**src/sv/ascending_integer_sorter_defines.svh**
```systemverilog
// ----------------------------------------------------------------------------
// ascending_integer_sorter_defines.svh
// assertion macros used by the sorter top level
// ----------------------------------------------------------------------------
`ifndef ASCENDING_INTEGER_SORTER_DEFINES_SVH
`define ASCENDING_INTEGER_SORTER_DEFINES_SVH

// same-cycle implication under reset
`define AIS_ASSERT_NOW(lbl, clk, rstn, ante, cons, msg) \
    lbl: assert property (@(posedge clk) disable iff (!(rstn)) (ante) |-> (cons)) \
        else $error(msg);

// next-cycle implication under reset
`define AIS_ASSERT_NEXT(lbl, clk, rstn, ante, cons, msg) \
    lbl: assert property (@(posedge clk) disable iff (!(rstn)) (ante) |=> (cons)) \
        else $error(msg);

`endif

```
**src/sv/ais_pkg.sv**
```systemverilog
// ----------------------------------------------------------------------------
// ais_pkg
// shared constants and types of the ascending integer sorter
// ----------------------------------------------------------------------------
package ais_pkg;

    localparam int AIS_DATA_W   = 32;
    localparam int AIS_CAPACITY = 64;

    // per-cycle command to every cell
    typedef struct packed {
        logic insert;
        logic shift;
    } cell_ctrl_t;

    // what a cell shows its right neighbor
    typedef struct packed {
        logic signed [AIS_DATA_W-1:0] value;
        logic                         occ;
        logic                         gt;
    } cell_link_t;

endpackage

```
**src/sv/ais_cell.sv**
```systemverilog
// ----------------------------------------------------------------------------
// ais_cell
// one slot of the insertion chain: compare, take from left, new or right
// ----------------------------------------------------------------------------
module ais_cell import ais_pkg::*;
(
    input  logic                         clk,
    input  cell_ctrl_t                   ctrl,
    input  logic signed [AIS_DATA_W-1:0] sample,
    input  logic                         occ,
    input  cell_link_t                   left,
    input  logic signed [AIS_DATA_W-1:0] right_value,
    output cell_link_t                   link
);

    logic signed [AIS_DATA_W-1:0] value_reg;
    logic signed [AIS_DATA_W-1:0] value_next;
    logic                         gt;

    // new value goes after equal ones, so strict compare
    assign gt = occ && (value_reg > sample);

    always_comb
    begin
        value_next = value_reg;
        if (ctrl.shift)
        begin
            value_next = right_value;
        end
        else if (ctrl.insert)
        begin
            if (left.gt)
            begin
                value_next = left.value;
            end
            else if (left.occ && (gt || !occ))
            begin
                value_next = sample;
            end
        end
    end

    always_ff @(posedge clk)
    begin
        value_reg <= value_next;
    end

    assign link.value = value_reg;
    assign link.occ   = occ;
    assign link.gt    = gt;

endmodule

```
**config.mk**
```make
export PLATFORM = sky130hd
export DESIGN_NAME = ais_cell
export DESIGN_NICKNAME = d
export VERILOG_FILES = /design/src/sv/ascending_integer_sorter_defines.svh /design/src/sv/ais_pkg.sv /design/src/sv/ais_cell.sv
export SDC_FILE = /design/constraint.sdc
export NUM_CORES = 1
export LEC_CHECK = 0
export ABC_AREA = 1
export BUFFER_PORTS_ARGS = -buffer_cell sky130_fd_sc_hd__clkbuf_2
export CAP_MARGIN = 30
export CORE_ASPECT_RATIO = 0.6
export CORE_MARGIN = 1
export CORE_UTILIZATION = 25
export CTS_BUF_LIST = sky130_fd_sc_hd__clkbuf_8 sky130_fd_sc_hd__clkbuf_16
export CTS_CLUSTER_SIZE = 8
export DETAILED_ROUTE_END_ITERATION = 16
export SLEW_MARGIN = 20
export SYNTH_ARGS = -nofsm -noshare
export SYNTH_HDL_FRONTEND = slang
export SYNTH_SLANG_ARGS = --single-unit
```
**constraint.sdc**
```tcl
create_clock -name clk -period 3.92 [get_ports clk]
set_clock_uncertainty 0.05 [all_clocks]
set_input_delay 0.196 -clock clk [delete_from_list [all_inputs] [get_ports clk]]
set_output_delay 0.196 -clock clk [all_outputs]
set_load 0.01 [all_outputs]
```
# Word level (Yosys, flattened, before mapping)
# Cells that the tools add are included.
[totals]
register_bits = 32
inputBits = 102
out_inout_bits = 34
elab_cells = 13
[classes]
n_lt_le_gt_ge = 1
n_mux = 4
reduce_logical = 7
[op_table]
columns = ["cell", "count"]
rows = [
  ["32-bit two-way mux", 4],
  ["32-bit > comparator", 1],
  ["3-bit nonzero test", 1],
  ["1-bit logical AND", 2],
  ["2-bit AND reduction", 1],
  ["2-bit nonzero test", 1],
  ["1-bit zero test", 1],
  ["1-bit logical OR", 1],
]

# Longest topological paths before layout
# Gate-level depths: netlist of the first run.
[depth]
ltp_word = 8
mapped_depth = 18

# Worst setup path after synthesis of the first run
# No wires, ideal clock.
[synth_path]
path_type = "register -> register"
startpoint = "register value_reg[31]"
endpoint = "register value_reg[0] (enable)"
setup_time_ns = 0.400
arrival_time_ns = 2.511
path_slack_ns = 0.959
stages_incl_launch_ff = 12
n_path_buf = 0
period_less_slack_ns = 2.961
path_cell_list = "edfxtp_1 > ha_1 > nand2_1 > nor2_2 > nand2_2 > nor4_4 > nand2_1 > nand3_1 > nand3_2 > nand2_1 > nand2_1 > a21oi_2"
[synth_via]
elab_chain_cells = 6
[synth_lines]
columns = ["element", "line", "rtl"]
rows = [
  ["start: declaration", "ais_cell.sv:16", "logic signed [AIS_DATA_W-1:0] value_reg;"],
  ["start signal: assignment", "ais_cell.sv:45", "value_reg <= value_next;"],
  ["32-bit > comparator", "ais_cell.sv:21", "assign gt = occ && (value_reg > sample);"],
  ["1-bit logical AND", "ais_cell.sv:21", ""],
  ["1-bit logical OR", "ais_cell.sv:36", "else if (left.occ && (gt || !occ))"],
  ["1-bit logical AND", "ais_cell.sv:36", ""],
  ["3-bit nonzero test (no line)", "--", ""],
  ["2-bit AND reduction (no line)", "--", ""],
]
# Every way passes these cells.
# A chain may end at the register's enable or synchronous reset.

# Final worst setup path of the first run
[layout_path]
startpoint = "register value_reg[31]"
endpoint = "register value_reg[13] (enable)"
# Same word-level chain as after synthesis.

==> flow_results.org, run 1 <==
** Outcome
- The flow ran to the end, and the final reports show no timing, DRC or antenna violations.

** Drt
- TritonRoute pass-1 iters :: 4
- The count of nets left with antenna violations once routing finished came out at 0.
- Routed vias/inst :: 4.37
- The routed layout has between 2000 and 2500 vias.
- After detailed routing, the number of remaining DRC violations is 0.
- In the final routed layout, each cell accounts on average for 13.0 µm.
- Initial detailed-routing violation count :: between 70 and 80
- Total length of routed wires :: 7320 µm

** Layout
- Number of flip-flops under the largest register name :: 32
- Cells with a size suffix above 1 make up 36.2% of the layout.
- Final net count :: 562
- Multi-input gate area in the final layout :: 1390 µm²
- Counting the fill cells in the layout gives 1043.
- Sequential cell area :: 961 µm²
- Post-route cell area :: 3520 µm²
- Layout Area Growth over Synthesis :: 36.9%
- The repair_antennas step left the layout with diodes totalling 0.

** Synth
- Number of synthesized flops with an enable pin :: 32
- The synthesized design devotes to its leading area cell type between 30% and 40% of total area.
- The most common cell in the synthesized netlist is sky130_fd_sc_hd__nand2_1.
- When the netlist entered floorplanning its net count stood at ~430.
- Number of distinct standard cells referenced by the synthesized netlist :: 26
- After synthesis, the cell types taking the most area are sky130_fd_sc_hd__edfxtp_1 (37%), sky130_fd_sc_hd__ha_1 (16%), sky130_fd_sc_hd__nand2_1 (9.9%), sky130_fd_sc_hd__o21a_1 (8.8%), sky130_fd_sc_hd__o211ai_1 (8.5%).
- Top cells by count, synth :: sky130_fd_sc_hd__nand2_1 (68), sky130_fd_sc_hd__inv_1 (39), sky130_fd_sc_hd__edfxtp_1 (32), sky130_fd_sc_hd__ha_1 (32), sky130_fd_sc_hd__o21a_1 (30)
- Prevailing post-synth register cell :: sky130_fd_sc_hd__edfxtp_1
- The share of the Yosys chip area taken by registers is 37.4%.
- Dominant cell type by area after synthesis :: sky130_fd_sc_hd__edfxtp_1
- In this run, synthesis produced a sequential element count of 32.
- Counting every instance in the synthesized netlist gives 298.
- Counting flops with an async set or reset pin after synthesis yields a share of 0%.
- After synthesis, the mean cell area works out to between 8 and 9 µm².
- Total number of yosys warnings :: 0
- The synthesized netlist occupies a cell area of 2570 µm².

** Die
- Area enclosed by the die boundary :: 10700 µm²
- Row generation in the floorplan step produced 28 rows.
- Die Y-Extent :: 80.6 µm
- The core region is 9910 µm².
- Measured along the x axis, the die boundary spans 133 µm.
- Number of primary I/O pins :: 136
- For this configuration, the core starts out at a cell density of around a quarter.

** Placement
- The placed instances occupy a cell area of 3370 µm².
- Routability congestion estimate :: 0.781
- Half-perimeter wire length of the detailed placement result :: 5900 µm
- The count of buffers added on input and output ports is between 100 and 150.

** STA
- The count of pins over their slew limit is 0.
- The worst pin sits at a relative slew slack of 59.3%.
- Unrepaired setup endpoints after global routing :: false
- Measured slew at the worst slew-check pin :: 0.610 ns
- After layout, the minimum clock period comes to ~2.8 ns.
- The number of endpoints with negative hold slack in the final report was 0.
- After layout, the worst path uses between 70% and 80% of the clock period.
- F_max :: between 0.3 and 0.4 GHz
- Setup violations remaining at the end of the flow were counted as 0.
- Adding up every negative setup slack in the final design gives 0 ns.

** Clock network
- The clock tree synthesis step divided the H-tree into 2 levels.
- Clock latency on the worst-skew pair, taken at its later pin, is 0.27 ns.
- Buffers inserted during clock tree synthesis total 5.
- The number of gates resized after CTS was 0.
- TritonCTS built the clock tree.
- Clock edge transition at the registers on the reported setup and hold paths :: 0.05 ns
- Post-cts hold buffer count :: 0
- Root buffer cell :: sky130_fd_sc_hd__clkbuf_16
- The clock passes through at most 2 buffers.
- The clock net in this run drives a total of 32 sinks.
- Number of setup buffers added after CTS :: 0

** Global route
- Global Route met2 Usage :: approximately 22%
- First-pass GRT wire length :: 11400 µm
- Maximum number of pins on one net before global-route repair :: 63
- Global routing used 4.48% of the available met3 tracks.
- Initial antenna violation count :: 0
- Summed over all layers, the global routing overflow is 0.
- The number of global-route vias before repair came to roughly 2400.
- Global-route usage over all layers :: 14.0%
- Global routing consumed, on the met1 layer, 18.7% of the routing resources.
- Top Usage Layer GRT :: met2

** Power
- Worst-case vdd ir drop :: 0.175 mV
- Sw Share :: 29.5%
- The share of total power dissipated in sequential elements is 39.2%.
- The analysis attributes to net switching a power of 334 µW.
- Total internal power :: 796 µW
- Summed over all cells, the static leakage comes to between 1.5 and 2 nW.
- Dividing total power by cell area gives a power density of 321 nW/µm².
- The clock network is responsible for 31.9% of the overall power.
- In this run, the combinational gates consume 28.9% of the power.
- The design draws approximately 1.1 mW.

** Critical path
- The worst setup path is launched from a register.
- Largest driver fanout on the critical path :: 19
- The worst setup path is captured at a register.
- STA puts the critical path data required time at 3.81 ns.
- Crit path arrival time :: 2.71 ns
- Kind of critical path :: register to register

** Worst hold path
- Worst min-delay path category :: primary input to register

** Job
- The tool flagged a number of max-cap violations equal to 0.
## final timing paths
path | start | end | slack, ns | depth (start not counted)
min | right_value[2] | value_reg[2] | 0.15 | 2
max | value_reg[31] | value_reg[13] | 1.11 | 12
min reg2reg | value_reg[31] | value_reg[26] | 1.16 | 6
max reg2reg | value_reg[31] | value_reg[13] | 1.11 | 12
## layout by cell type, fill, tap and decap left out, drive strengths merged, types with 15 or more instances in the layout
cell type / n
o211ai: 29
ha: 32
clkbuf: 140
inv: 43
nor2: 15
edfxtp: 32
nand2: 69
a21oi: 21
o21a: 31
## power groups by stage
stage	registers [mW]	clock network [mW]	logic (mW)
2_1_floorplan	0.464	0	0.177
3_3_place_gp	0.449	0	0.322
3_5_place_dp	0.450	0	0.327
4_1_cts	0.443	0.373	0.330
5_1_grt	0.447	0.385	0.374
6_report	0.443	0.361	0.326
## worst max-delay path, stage by stage, from the launching register on
cell and delay [ns]:
sky130_fd_sc_hd__edfxtp_1 0.39, sky130_fd_sc_hd__ha_1 0.36, sky130_fd_sc_hd__nand2_1 0.10, sky130_fd_sc_hd__nor2_2 0.14, sky130_fd_sc_hd__nand2_2 0.09, sky130_fd_sc_hd__nor4_4 0.16
sky130_fd_sc_hd__nand2_1 0.10, sky130_fd_sc_hd__nand3_1 0.09, sky130_fd_sc_hd__nand3_2 0.08, sky130_fd_sc_hd__nand2_1 0.06, sky130_fd_sc_hd__nand2_1 0.07, sky130_fd_sc_hd__a21oi_4 0.41
sky130_fd_sc_hd__buf_4 0.37
## metal layers
| metal | vias to the layer above | share of wire (%) |
|---|---|---|
| met3 | 4 | 8.3 |
| met4 | 0 | 0.81 |
| met2 | 90 | 41 |
| li1 | 1289 | - |
| met5 | - | 0 |
| met1 | 1080 | 50 |
## per-stage QoR
stage | utilization, % | instances | setup WS, ns | hold slack, ns
4_1_cts | 35.3 | 562 | 1.03 | 0.142
6_report | 35.5 | 563 | 1.11 | 0.147
5_1_grt | 35.5 | 563 | 0.831 | 0.145
3_3_place_gp | 34.0 | 555 | 1.11 | 0.424
3_5_place_dp | 34.0 | 555 | 1.05 | 0.422
2_1_floorplan | - | 298 | 0.959 | 0.332
## layout make-up
cell class | instances | area share [%]
repair buffers | 138 | 20.2
multi-input cells | 208 | 39.4
flip-flops and latches | 32 | 27.3
inverters | 43 | 4.58
well taps | 135 | 4.80
clock inverters | 2 | 0.249
clock buffers | 5 | 3.55
## cells by family (layout without fill, tap and decap cells)
family | count (synthesis) | count (layout) | share of synthesized area [%]
flops | 32 | 32 | 37.4
fa+ha+maj | 32 | 32 | 15.6
buf+inv | 58 | 188 | 9.05
simple gates | 90 | 90 | 14.6
compound gates | 86 | 86 | 23.4
No activity file was read; power rests on OpenSTA's default activity.
==> run 2, diff against run 1 <==
- ABC_AREA: 1 -> 0
- clock period: 3.92 -> 2.75 ns (I/O delays scaled with it)
==> run 2 against run 1 <==
Area after synthesis shrank 1.9%. Largest power group unchanged. Cell count shrank 4.8%. Sequential power is 47% higher. Die area down 1.9%. Setup slack got worse by 0.97 ns. Critical path type unchanged. Global-route usage fell by 0.44 points. Clock power rose by 43%. Sequential cell count is the same. Count of clock-buffer cells in the layout stayed put.
==> flow_results.org, run 2 <==
** Layout
- Number of filler cells placed in the layout :: around 980
- Leaving out fill and tap cells, the most frequent cell in the layout is sky130_fd_sc_hd__clkbuf_2.
- Of the cells placed in the final design, the portion with a size suffix greater than 1 is about two fifths.
- Final net count :: between 500 and 600
- Compared with the post-synthesis result, the final layout area differs by 45.3%.
- The number of antenna diodes in the final layout is 0.
- Excluding fillers, the count of instances in the completed layout stands at 536.
- The register with the most flip-flops in the layout has 32 of them.
- Commonest non-fill, non-tap cells in the layout :: sky130_fd_sc_hd__clkbuf_2 (135), sky130_fd_sc_hd__nand2_1 (40), sky130_fd_sc_hd__inv_1 (37), sky130_fd_sc_hd__o21ai_0 (36)

** Synth
- Adder and majority gate portion of the synthesized area :: between 10% and 20%
- Post-synthesis sequential area ratio :: 38.1%
- Share of synthesized cell area in and, or, nand and nor gates :: 12.0%
- After synthesis, the cell types taking the most area are sky130_fd_sc_hd__edfxtp_1 (38%), sky130_fd_sc_hd__ha_1 (16%), sky130_fd_sc_hd__mux2i_1 (13%), sky130_fd_sc_hd__o21ai_0 (7.1%), sky130_fd_sc_hd__nand2_1 (5.9%).
- Mux contribution to synthesized area :: 12.7%
- Summing the areas of all compound-gate instances in the mapped netlist gives between 10 and 15% of the synthesized area.
- The netlist uses 30 different library cells.
- Synthesized net count :: 399
- Yosys printed 0 warnings.
- Largest family of logic cells by synthesized area :: adder cells
- Fraction of synthesized cell area in xor and xnor cells :: 0%
- In this run, synthesis inferred 32 flip-flops with an integrated enable.
- After synthesis, the share of flip-flops with an asynchronous set or reset is 0%.
- Counting every instance in the synthesized netlist gives roughly 270.
- Prevailing post-synth register cell :: sky130_fd_sc_hd__edfxtp_1
- Mean Syn Cell Area :: 9.52 µm²
- Post-synthesis sequential element count :: 32
- Ranked by instance count, the synthesized netlist is headed by sky130_fd_sc_hd__nand2_1 (40), sky130_fd_sc_hd__o21ai_0 (36), sky130_fd_sc_hd__inv_1 (35).
- By instance count, the leading cell after synthesis is sky130_fd_sc_hd__nand2_1.
- The synthesized design spends more area on one cell type than any other, namely sky130_fd_sc_hd__edfxtp_1.
- Of the post-synthesis cell area, the dominant cell type holds 38.1%.
- In this run the cell area of the synthesized design comes to 2520 µm².

** Die
- Core Footprint :: 9490 µm²
- Number of primary I/O pins :: 136
- Horiz. Die Dim :: 132 µm
- The floorplan step defined a die boundary enclosing 10500 µm².
- Effective utilization at floorplan :: roughly a quarter
- The die is 79.8 µm tall.
- The floorplan has 27 rows.

** STA
- Minimum hold slack :: 0.0889 ns
- The number of endpoints with negative hold slack in the final report was 0.
- Crit path setup slack, layout :: 0.132 ns
- Final number of max-transition violations :: 0
- F_max :: 0.382 GHz
- Share of the cycle needed by the critical path after routing :: 95.2%
- After routing, the total negative slack on setup checks comes to 0 ns.
- Setup violations remaining at the end of the flow were counted as 0.
- Headroom to the max-slew limit came out at 64.6%.
- Clock period minus final worst setup slack :: roughly 2.6 ns
- For the pin with the worst max-slew slack, the measured transition is 0.530 ns.

** Drt
- Summed over all layers, the routed wires come to 7220 µm.
- The routed layout has 2331 vias.
- In the final routed layout, each cell accounts on average for 13.5 µm.
- The count of nets left with antenna violations once routing finished came out at 0.
- TritonRoute pass-1 iters :: 4
- DR DRC count :: 0
- Routed vias/inst :: between 4 and 5
- Initial detailed-routing violation count :: a little under 80

** Clock network
- The clock net in this run drives a total of 32 sinks.
- Later-pin clock latency in the skew report :: roughly 0.27 ns
- TritonCTS built the clock tree.
- Post-cts hold buffer count :: 0
- Clock Path Buffers :: 2
- Root buffer cell :: sky130_fd_sc_hd__clkbuf_16
- Number of buffers added by the clock tree synthesis step :: 5
- After clock tree synthesis, the clock-pin slew on the worst setup and hold paths is 0.05 ns.
- The H-tree was split into 2 levels.

** Power
- For this design the ratio of total power to cell area is 460 nW/µm².
- IR analysis of the VDD net gives a maximum drop of between 0.15 and 0.2 mV.
- Net switching is 30.0% of the power.
- Reported net switching power :: 506 µW
- Summing internal, switching and leakage power gives 1.69 mW.
- Per report_power, the clock group accounts for between 30% and 40% of the total.
- In this run, flip-flops and latches consume 38.6% of the power.
- Total internal power :: 1.18 mW
- The analysis attributes to cell leakage a power of about 1.9 nW.
- Combinational logic is responsible for 30.7% of the overall power.

** Placement
- Worst-case setup slack after placement :: 0.0740 ns
- In this run, placement finished with an instance count of ~520.
- Port bufs :: 135
- Half-perimeter wire length of the detailed placement result :: about 6000 µm
- The congestion estimate from routability-driven global placement came to 0.732.

** Critical path
- For flop-to-flop paths, the worst setup slack is around 0.13 ns.
- Largest driver fanout on the critical path :: 8
- Kind of critical path :: register to register
- Sort of element at the end of the critical path :: register
- Startpoint Class :: register
- FF-to-FF End :: value_reg[17]
- Worst R2R Path Depth :: 8
- CP Data Required Time :: 2.68 ns
- Data arrives at the worst endpoint at 2.55 ns.
- In this run the critical register-to-register path is launched from value_reg[23].

** Global route
- After global routing the overflow that remains totals 0.
- Vias in the first global route :: 2197
- In the global route stage, overall resource usage came out at 13.5%.
- Initial antenna violation count :: 0
- First-pass GRT wire length :: 11000 µm
- Maximum number of pins on one net before global-route repair :: 35

** Worst hold path
- Counting instances, the worst hold path has a depth of 3.
- The worst hold path terminates at value_reg[20].
- In this run the worst hold path is classified as primary input to register.
- The startpoint identified for the worst hold timing path is right_value[20].

** Outcome
- Status :: complete, no violations

** Job
- Number of maximum-capacitance violations :: 0
run 2: changes by cell type in the layout (fill, tap and decap cells not counted), moves of 5 or more:
| cell | previous run | this run |
|---|---|---|
| sky130_fd_sc_hd__nor2_1 | 13 | 2 |
| sky130_fd_sc_hd__a21oi_1 | 19 | 14 |
| sky130_fd_sc_hd__nand2_1 | 68 | 40 |
| sky130_fd_sc_hd__o21a_1 | 30 | 0 |
| sky130_fd_sc_hd__o211ai_1 | 29 | 2 |
| sky130_fd_sc_hd__o21ai_0 | 2 | 36 |
| sky130_fd_sc_hd__buf_4 | 2 | 7 |
| sky130_fd_sc_hd__mux2i_1 | 0 | 32 |
| sky130_fd_sc_hd__ha_1 | 32 | 27 |
| sky130_fd_sc_hd__ha_4 | 0 | 5 |
run 2: layer usage:
layer  up-vias  track usage (%)  wire length (µm)  part of all wire [%]
met2        85             20.1              2930                    41
met1      1014             18.6              3650                    51
met5         -                0                 0                     0
met3         6             4.51               589                   8.2
met4         0             3.37                52                  0.72
li1       1226                -                 -                     -
run 2: how the worst max path moves through the flow:
stage / start / endpoint / cells after the start
final: value_reg[23] / value_reg[17] / 8
after global placement: value_reg[5] / value_reg[2] / 8
after global routing: value_reg[7] / value_reg[17] / 9
after CTS: value_reg[6] / value_reg[12] / 8
after floorplan: value_reg[5] / value_reg[0] / 7
after detailed placement: value_reg[5] / value_reg[30] / 8
run 2: per-stage QoR:
stage	cell area, µm²	utilization [%]
2_1_floorplan	2600	-
3_3_place_gp	3430	36.1
3_5_place_dp	3430	36.1
4_1_cts	3560	37.5
5_1_grt	3670	38.6
6_report	3670	38.6
run 2: power by group through the flow:
stage	sequential [mW]	clock, mW	combinational (mW)
after detailed placement	0.663	0	0.493
after CTS	0.654	0.528	0.497
after global placement	0.660	0	0.487
after floorplan	0.685	0	0.250
final	0.652	0.517	0.518
after global routing	0.660	0.560	0.583
run 2: worst max-delay path: stages, from the launching register on:
cell                       delay, ns
sky130_fd_sc_hd__edfxtp_1       0.40
sky130_fd_sc_hd__ha_1           0.34
sky130_fd_sc_hd__nand4_1        0.24
sky130_fd_sc_hd__nor4_4         0.40
sky130_fd_sc_hd__o41ai_4        0.15
sky130_fd_sc_hd__and4bb_4       0.23
sky130_fd_sc_hd__o31ai_4        0.19
sky130_fd_sc_hd__buf_4          0.19
sky130_fd_sc_hd__buf_6          0.15
run 2: area by class of cell:
type / count / area, µm² / share of cell area [%]
clock inverter: 3 / 11.3 / 0.307
timing repair buffer: 146 / 796 / 21.7
tap: 130 / 163 / 4.44
inverter: 35 / 131 / 3.58
multi-input combinational: 185 / 1480 / 40.3
sequential: 32 / 961 / 26.2
clock buffer: 5 / 125 / 3.41
run 2: cell families after synthesis:
kind of cell,after synthesis
mux,32
buf+inv,48
compound gates,61
fa+ha+maj,32
simple gates,60
flops,32
run 2: what timing repair did:
item	CTS	global route
buffers inserted	0	3
resized for setup	0	10
endpoints found under the setup margin	0	33
==> run 3, diff against run 2 <==
- RECOVER_POWER: unset -> 50
- clock period: 2.75 -> 2.3 ns (I/O delays scaled with it)
==> run 3 against run 2 <==
The run now ends with negative setup slack left. Critical path depth grew 1. Via count grew 6.4%. Fmax grew 1.7%. Global-route usage grew 0.99 points. Sequential power grew 20%. Setup slack lost 0.41 ns. Count of clock-buffer cells in the layout is the same. Clock power grew 19%. First-iteration DRC count grew 36%. Register-to-register slack lost 0.41 ns. Largest power group unchanged. Highest routed layer unchanged.
==> flow_results.org, run 3 (same netlist as run 2, synthesis figures left out) <==
** Outcome
- Status :: complete, but fails checks
- The final reports fail on negative setup slack.

** Clock network
- Post-cts hold buffer count :: 0
- After clock tree synthesis, the clock-pin slew on the worst setup and hold paths is 0.05 ns.
- TritonCTS created 5 clock buffers.
- Root buffer cell :: sky130_fd_sc_hd__clkbuf_16
- In this run the deepest clock path goes through 2 buffers.
- TritonCTS built the clock tree.
- Clock net sink count :: 32
- In this run the number of H-tree levels came out at 2.
- At the later pin of the worst-skew pair, clock insertion delay measures 0.27 ns.

** Drt
- Post-DR wirelength/cell :: between 10 and 15 µm
- Number of nets with antenna violations after detailed routing :: 0
- The routed design has 7600 µm of wire.
- TritonRoute pass-1 iters :: 4
- DR DRC count :: 0
- Dividing the detail-routed via count by the number of cells gives 4.36.
- Initial detailed-routing violation count :: 105
- DR vias :: 2480

** Layout
- Antenna Cells :: 0
- Multi-input gate area in the final layout :: 1510 µm²
- Across the whole layout, storage elements account for 961 µm².
- Number of filler cells placed in the layout :: between 900 and 1000
- In the layout the commonest cells are sky130_fd_sc_hd__clkbuf_2 (118), sky130_fd_sc_hd__nand2_1 (40), sky130_fd_sc_hd__o21ai_0 (36), sky130_fd_sc_hd__inv_1 (35), sky130_fd_sc_hd__buf_4 (34).
- The area growth from synthesis to layout is 55.3%.
- Commonest non-fill, non-tap cell in the layout :: sky130_fd_sc_hd__clkbuf_2
- In the final layout, the share of cells above drive strength 1 is 43.1%.
- After the last flow step, the layout net total stands at 573.
- The register with the most flip-flops in the layout has 32 of them.

** STA
- Setup repair after global routing could not meet its margin everywhere.
- Across all setup checks in the final design, the least slack found is -0.275 ns.
- Max_slew headroom :: 68.5%
- Minimum hold slack :: 0.0749 ns
- Setup violations remaining at the end of the flow were counted as 33.
- Setup TNS Final :: -8.06 ns
- The worst path in the final design needs a cycle of 2.57 ns, including I/O delays and setup.
- Static timing analysis puts the maximum clock frequency at 0.388 GHz.
- Measured slew at the worst slew-check pin :: 0.467 ns
- Share of the cycle needed by the critical path after routing :: 112%
- The number of endpoints with negative hold slack in the final report came to 0.
- The count of pins over their slew limit came to 0.

** Global route
- The number of antenna violations at the first check in global routing was 0.
- Global-route usage over all layers :: 14.5%
- First-pass GRT wire length :: around 12000 µm
- The layer flagged by global routing as most heavily used is met2.
- In the global route stage, met2 resource usage came out at 24.0%.
- For met3 alone, demand over resource in global routing was 3.75%.
- GR Overflow Total :: 0
- Entering global routing, the biggest net connects 35 pins.
- The number of global-route vias before repair came to 2458.
- Met1 layer usage reported by global route :: 19.2%

** Placement
- Port bufs :: between 100 and 150
- Half-perimeter wire length of the detailed placement result :: 6430 µm
- Worst-case setup slack after placement :: -0.356 ns
- At the end of routability-driven placement, the weighted congestion stood at 0.769.

** Die
- Once the floorplan was initialized, standard cells occupied 26.6% of the core.
- The total area inside the core boundary comes to 9490 µm².
- Measured along the x axis, the die boundary spans 132 µm.
- Number of primary I/O pins :: between 100 and 150
- The die covers 10500 µm².
- Die Y-Extent :: 79.8 µm
- In this run the core area contains 27 standard-cell rows.

** Critical path
- Startpoint Class :: register
- The worst setup path is captured at a register.
- Across all register-to-register paths, the minimum setup slack is -0.27 ns.
- In this run the number of cells on the critical path is 9.
- The startpoint identified for the worst register-to-register timing path is value_reg[10].
- In this run the worst path has a maximum fanout of 10.
- Crit path arrival time :: 2.51 ns
- FF-to-FF End :: value_reg[2]
- In this design, the stage delay of the slowest critical-path cell is 0.44 ns.
- Counting cells, the worst reg-to-reg path comes to 9.
- Data on the critical path is required at its endpoint by 2.24 ns.
- For this design, the slowest cell found on the critical path is sky130_fd_sc_hd__edfxtp_1.
- Crit path max-delay family :: simple AND/OR/NAND/NOR gates
- Traced cell by cell, the critical path runs through ha_4 -> nand3_2 -> nor4_2 -> a21boi_2 -> o41ai_4 -> and4bb_4 -> o31ai_4 -> buf_6 -> buf_12.
- The setup path with the least slack is of type register to register.
- Together, buffers and inverters on the worst path number 2.

** Job
- The tool flagged a number of max-cap violations equal to 0.

** Power
- Per report_power, the sequential group accounts for between 30% and 40% of the total.
- Total power divided by cell area :: 539 nW/µm²
- Total power of the final layout :: 2.11 mW
- Reported net switching power :: 626 µW
- Proportion of power drawn by combinational gates :: 33.8%
- Clock network fraction of total power :: 29.1%
- VDD sags by at most 0.272 mV.
- The analysis attributes to cell leakage a power of 2.00 nW.
- Total internal power :: 1.49 mW
- Sw Share :: 29.6%

** Worst hold path
- The worst hold path terminates at value_reg[19].
- The path class of the tightest hold or removal check is primary input to register.
- Worst Hold Depth :: 3
- Source of the worst hold timing path :: right_value[19]
-- run 3: layer usage --
layer | routed length [µm] | part of all wire, %
met5 | 0 | 0
met1 | 3720 | 49
met3 | 528 | 7.0
met4 | 43 | 0.57
met2 | 3310 | 44
-- run 3: area by class of cell --
type	instances	area share (%)
clock buffers	5	3.19
inverters	35	3.35
flip-flops and latches	32	24.5
multi-input cells	185	38.6
well taps	130	4.15
repair buffers	180	26.0
clock inverters	2	0.192
-- run 3: power by group through the flow --
stage | sequential (mW) | combinational [mW] | clock, mW
after global routing | 0.793 | 0.793 | 0.649
after CTS | 0.785 | 0.724 | 0.630
after global placement | 0.787 | 0.677 | 0
after detailed placement | 0.794 | 0.689 | 0
final | 0.784 | 0.713 | 0.614
after floorplan | 0.819 | 0.299 | 0
-- run 3: worst register-to-register path, stage by stage (launching register included) --
cell	delay [ns]
sky130_fd_sc_hd__edfxtp_1	0.44
sky130_fd_sc_hd__ha_4	0.31
sky130_fd_sc_hd__nand3_2	0.09
sky130_fd_sc_hd__nor4_2	0.28
sky130_fd_sc_hd__a21boi_2	0.26
sky130_fd_sc_hd__o41ai_4	0.11
sky130_fd_sc_hd__and4bb_4	0.24
sky130_fd_sc_hd__o31ai_4	0.21
sky130_fd_sc_hd__buf_6	0.16
sky130_fd_sc_hd__buf_12	0.13
-- run 3: stage by stage --
| stage | util [%] | instance area [µm²] | instances |
|---|---|---|---|
| 3_5_place_dp | 38.8 | 3680 | 555 |
| 4_1_cts | 41.2 | 3910 | 568 |
| 2_1_floorplan | - | 2600 | 265 |
| 3_3_place_gp | 38.8 | 3680 | 555 |
| 5_1_grt | 41.3 | 3920 | 569 |
| 6_report | 41.3 | 3920 | 569 |
-- run 3: timing repair --
item	CTS	global route
cloned	1	0
endpoints found under the hold margin	0	0
pin swaps	3	3
setup endpoints to repair	33	33
gates resized for setup	6	7
buffers inserted	5	2
-- run 3: worst max-delay path by stage --
stage                        startpoint             to  slack (ns)
after floorplan            value_reg[5]   value_reg[0]       -0.68
after global placement     value_reg[7]  value_reg[17]       -0.26
after detailed placement   value_reg[6]  value_reg[25]       -0.36
after CTS                  value_reg[5]  value_reg[14]       -0.30
after global routing       value_reg[5]   value_reg[3]       -0.39
final                     value_reg[10]   value_reg[2]       -0.27
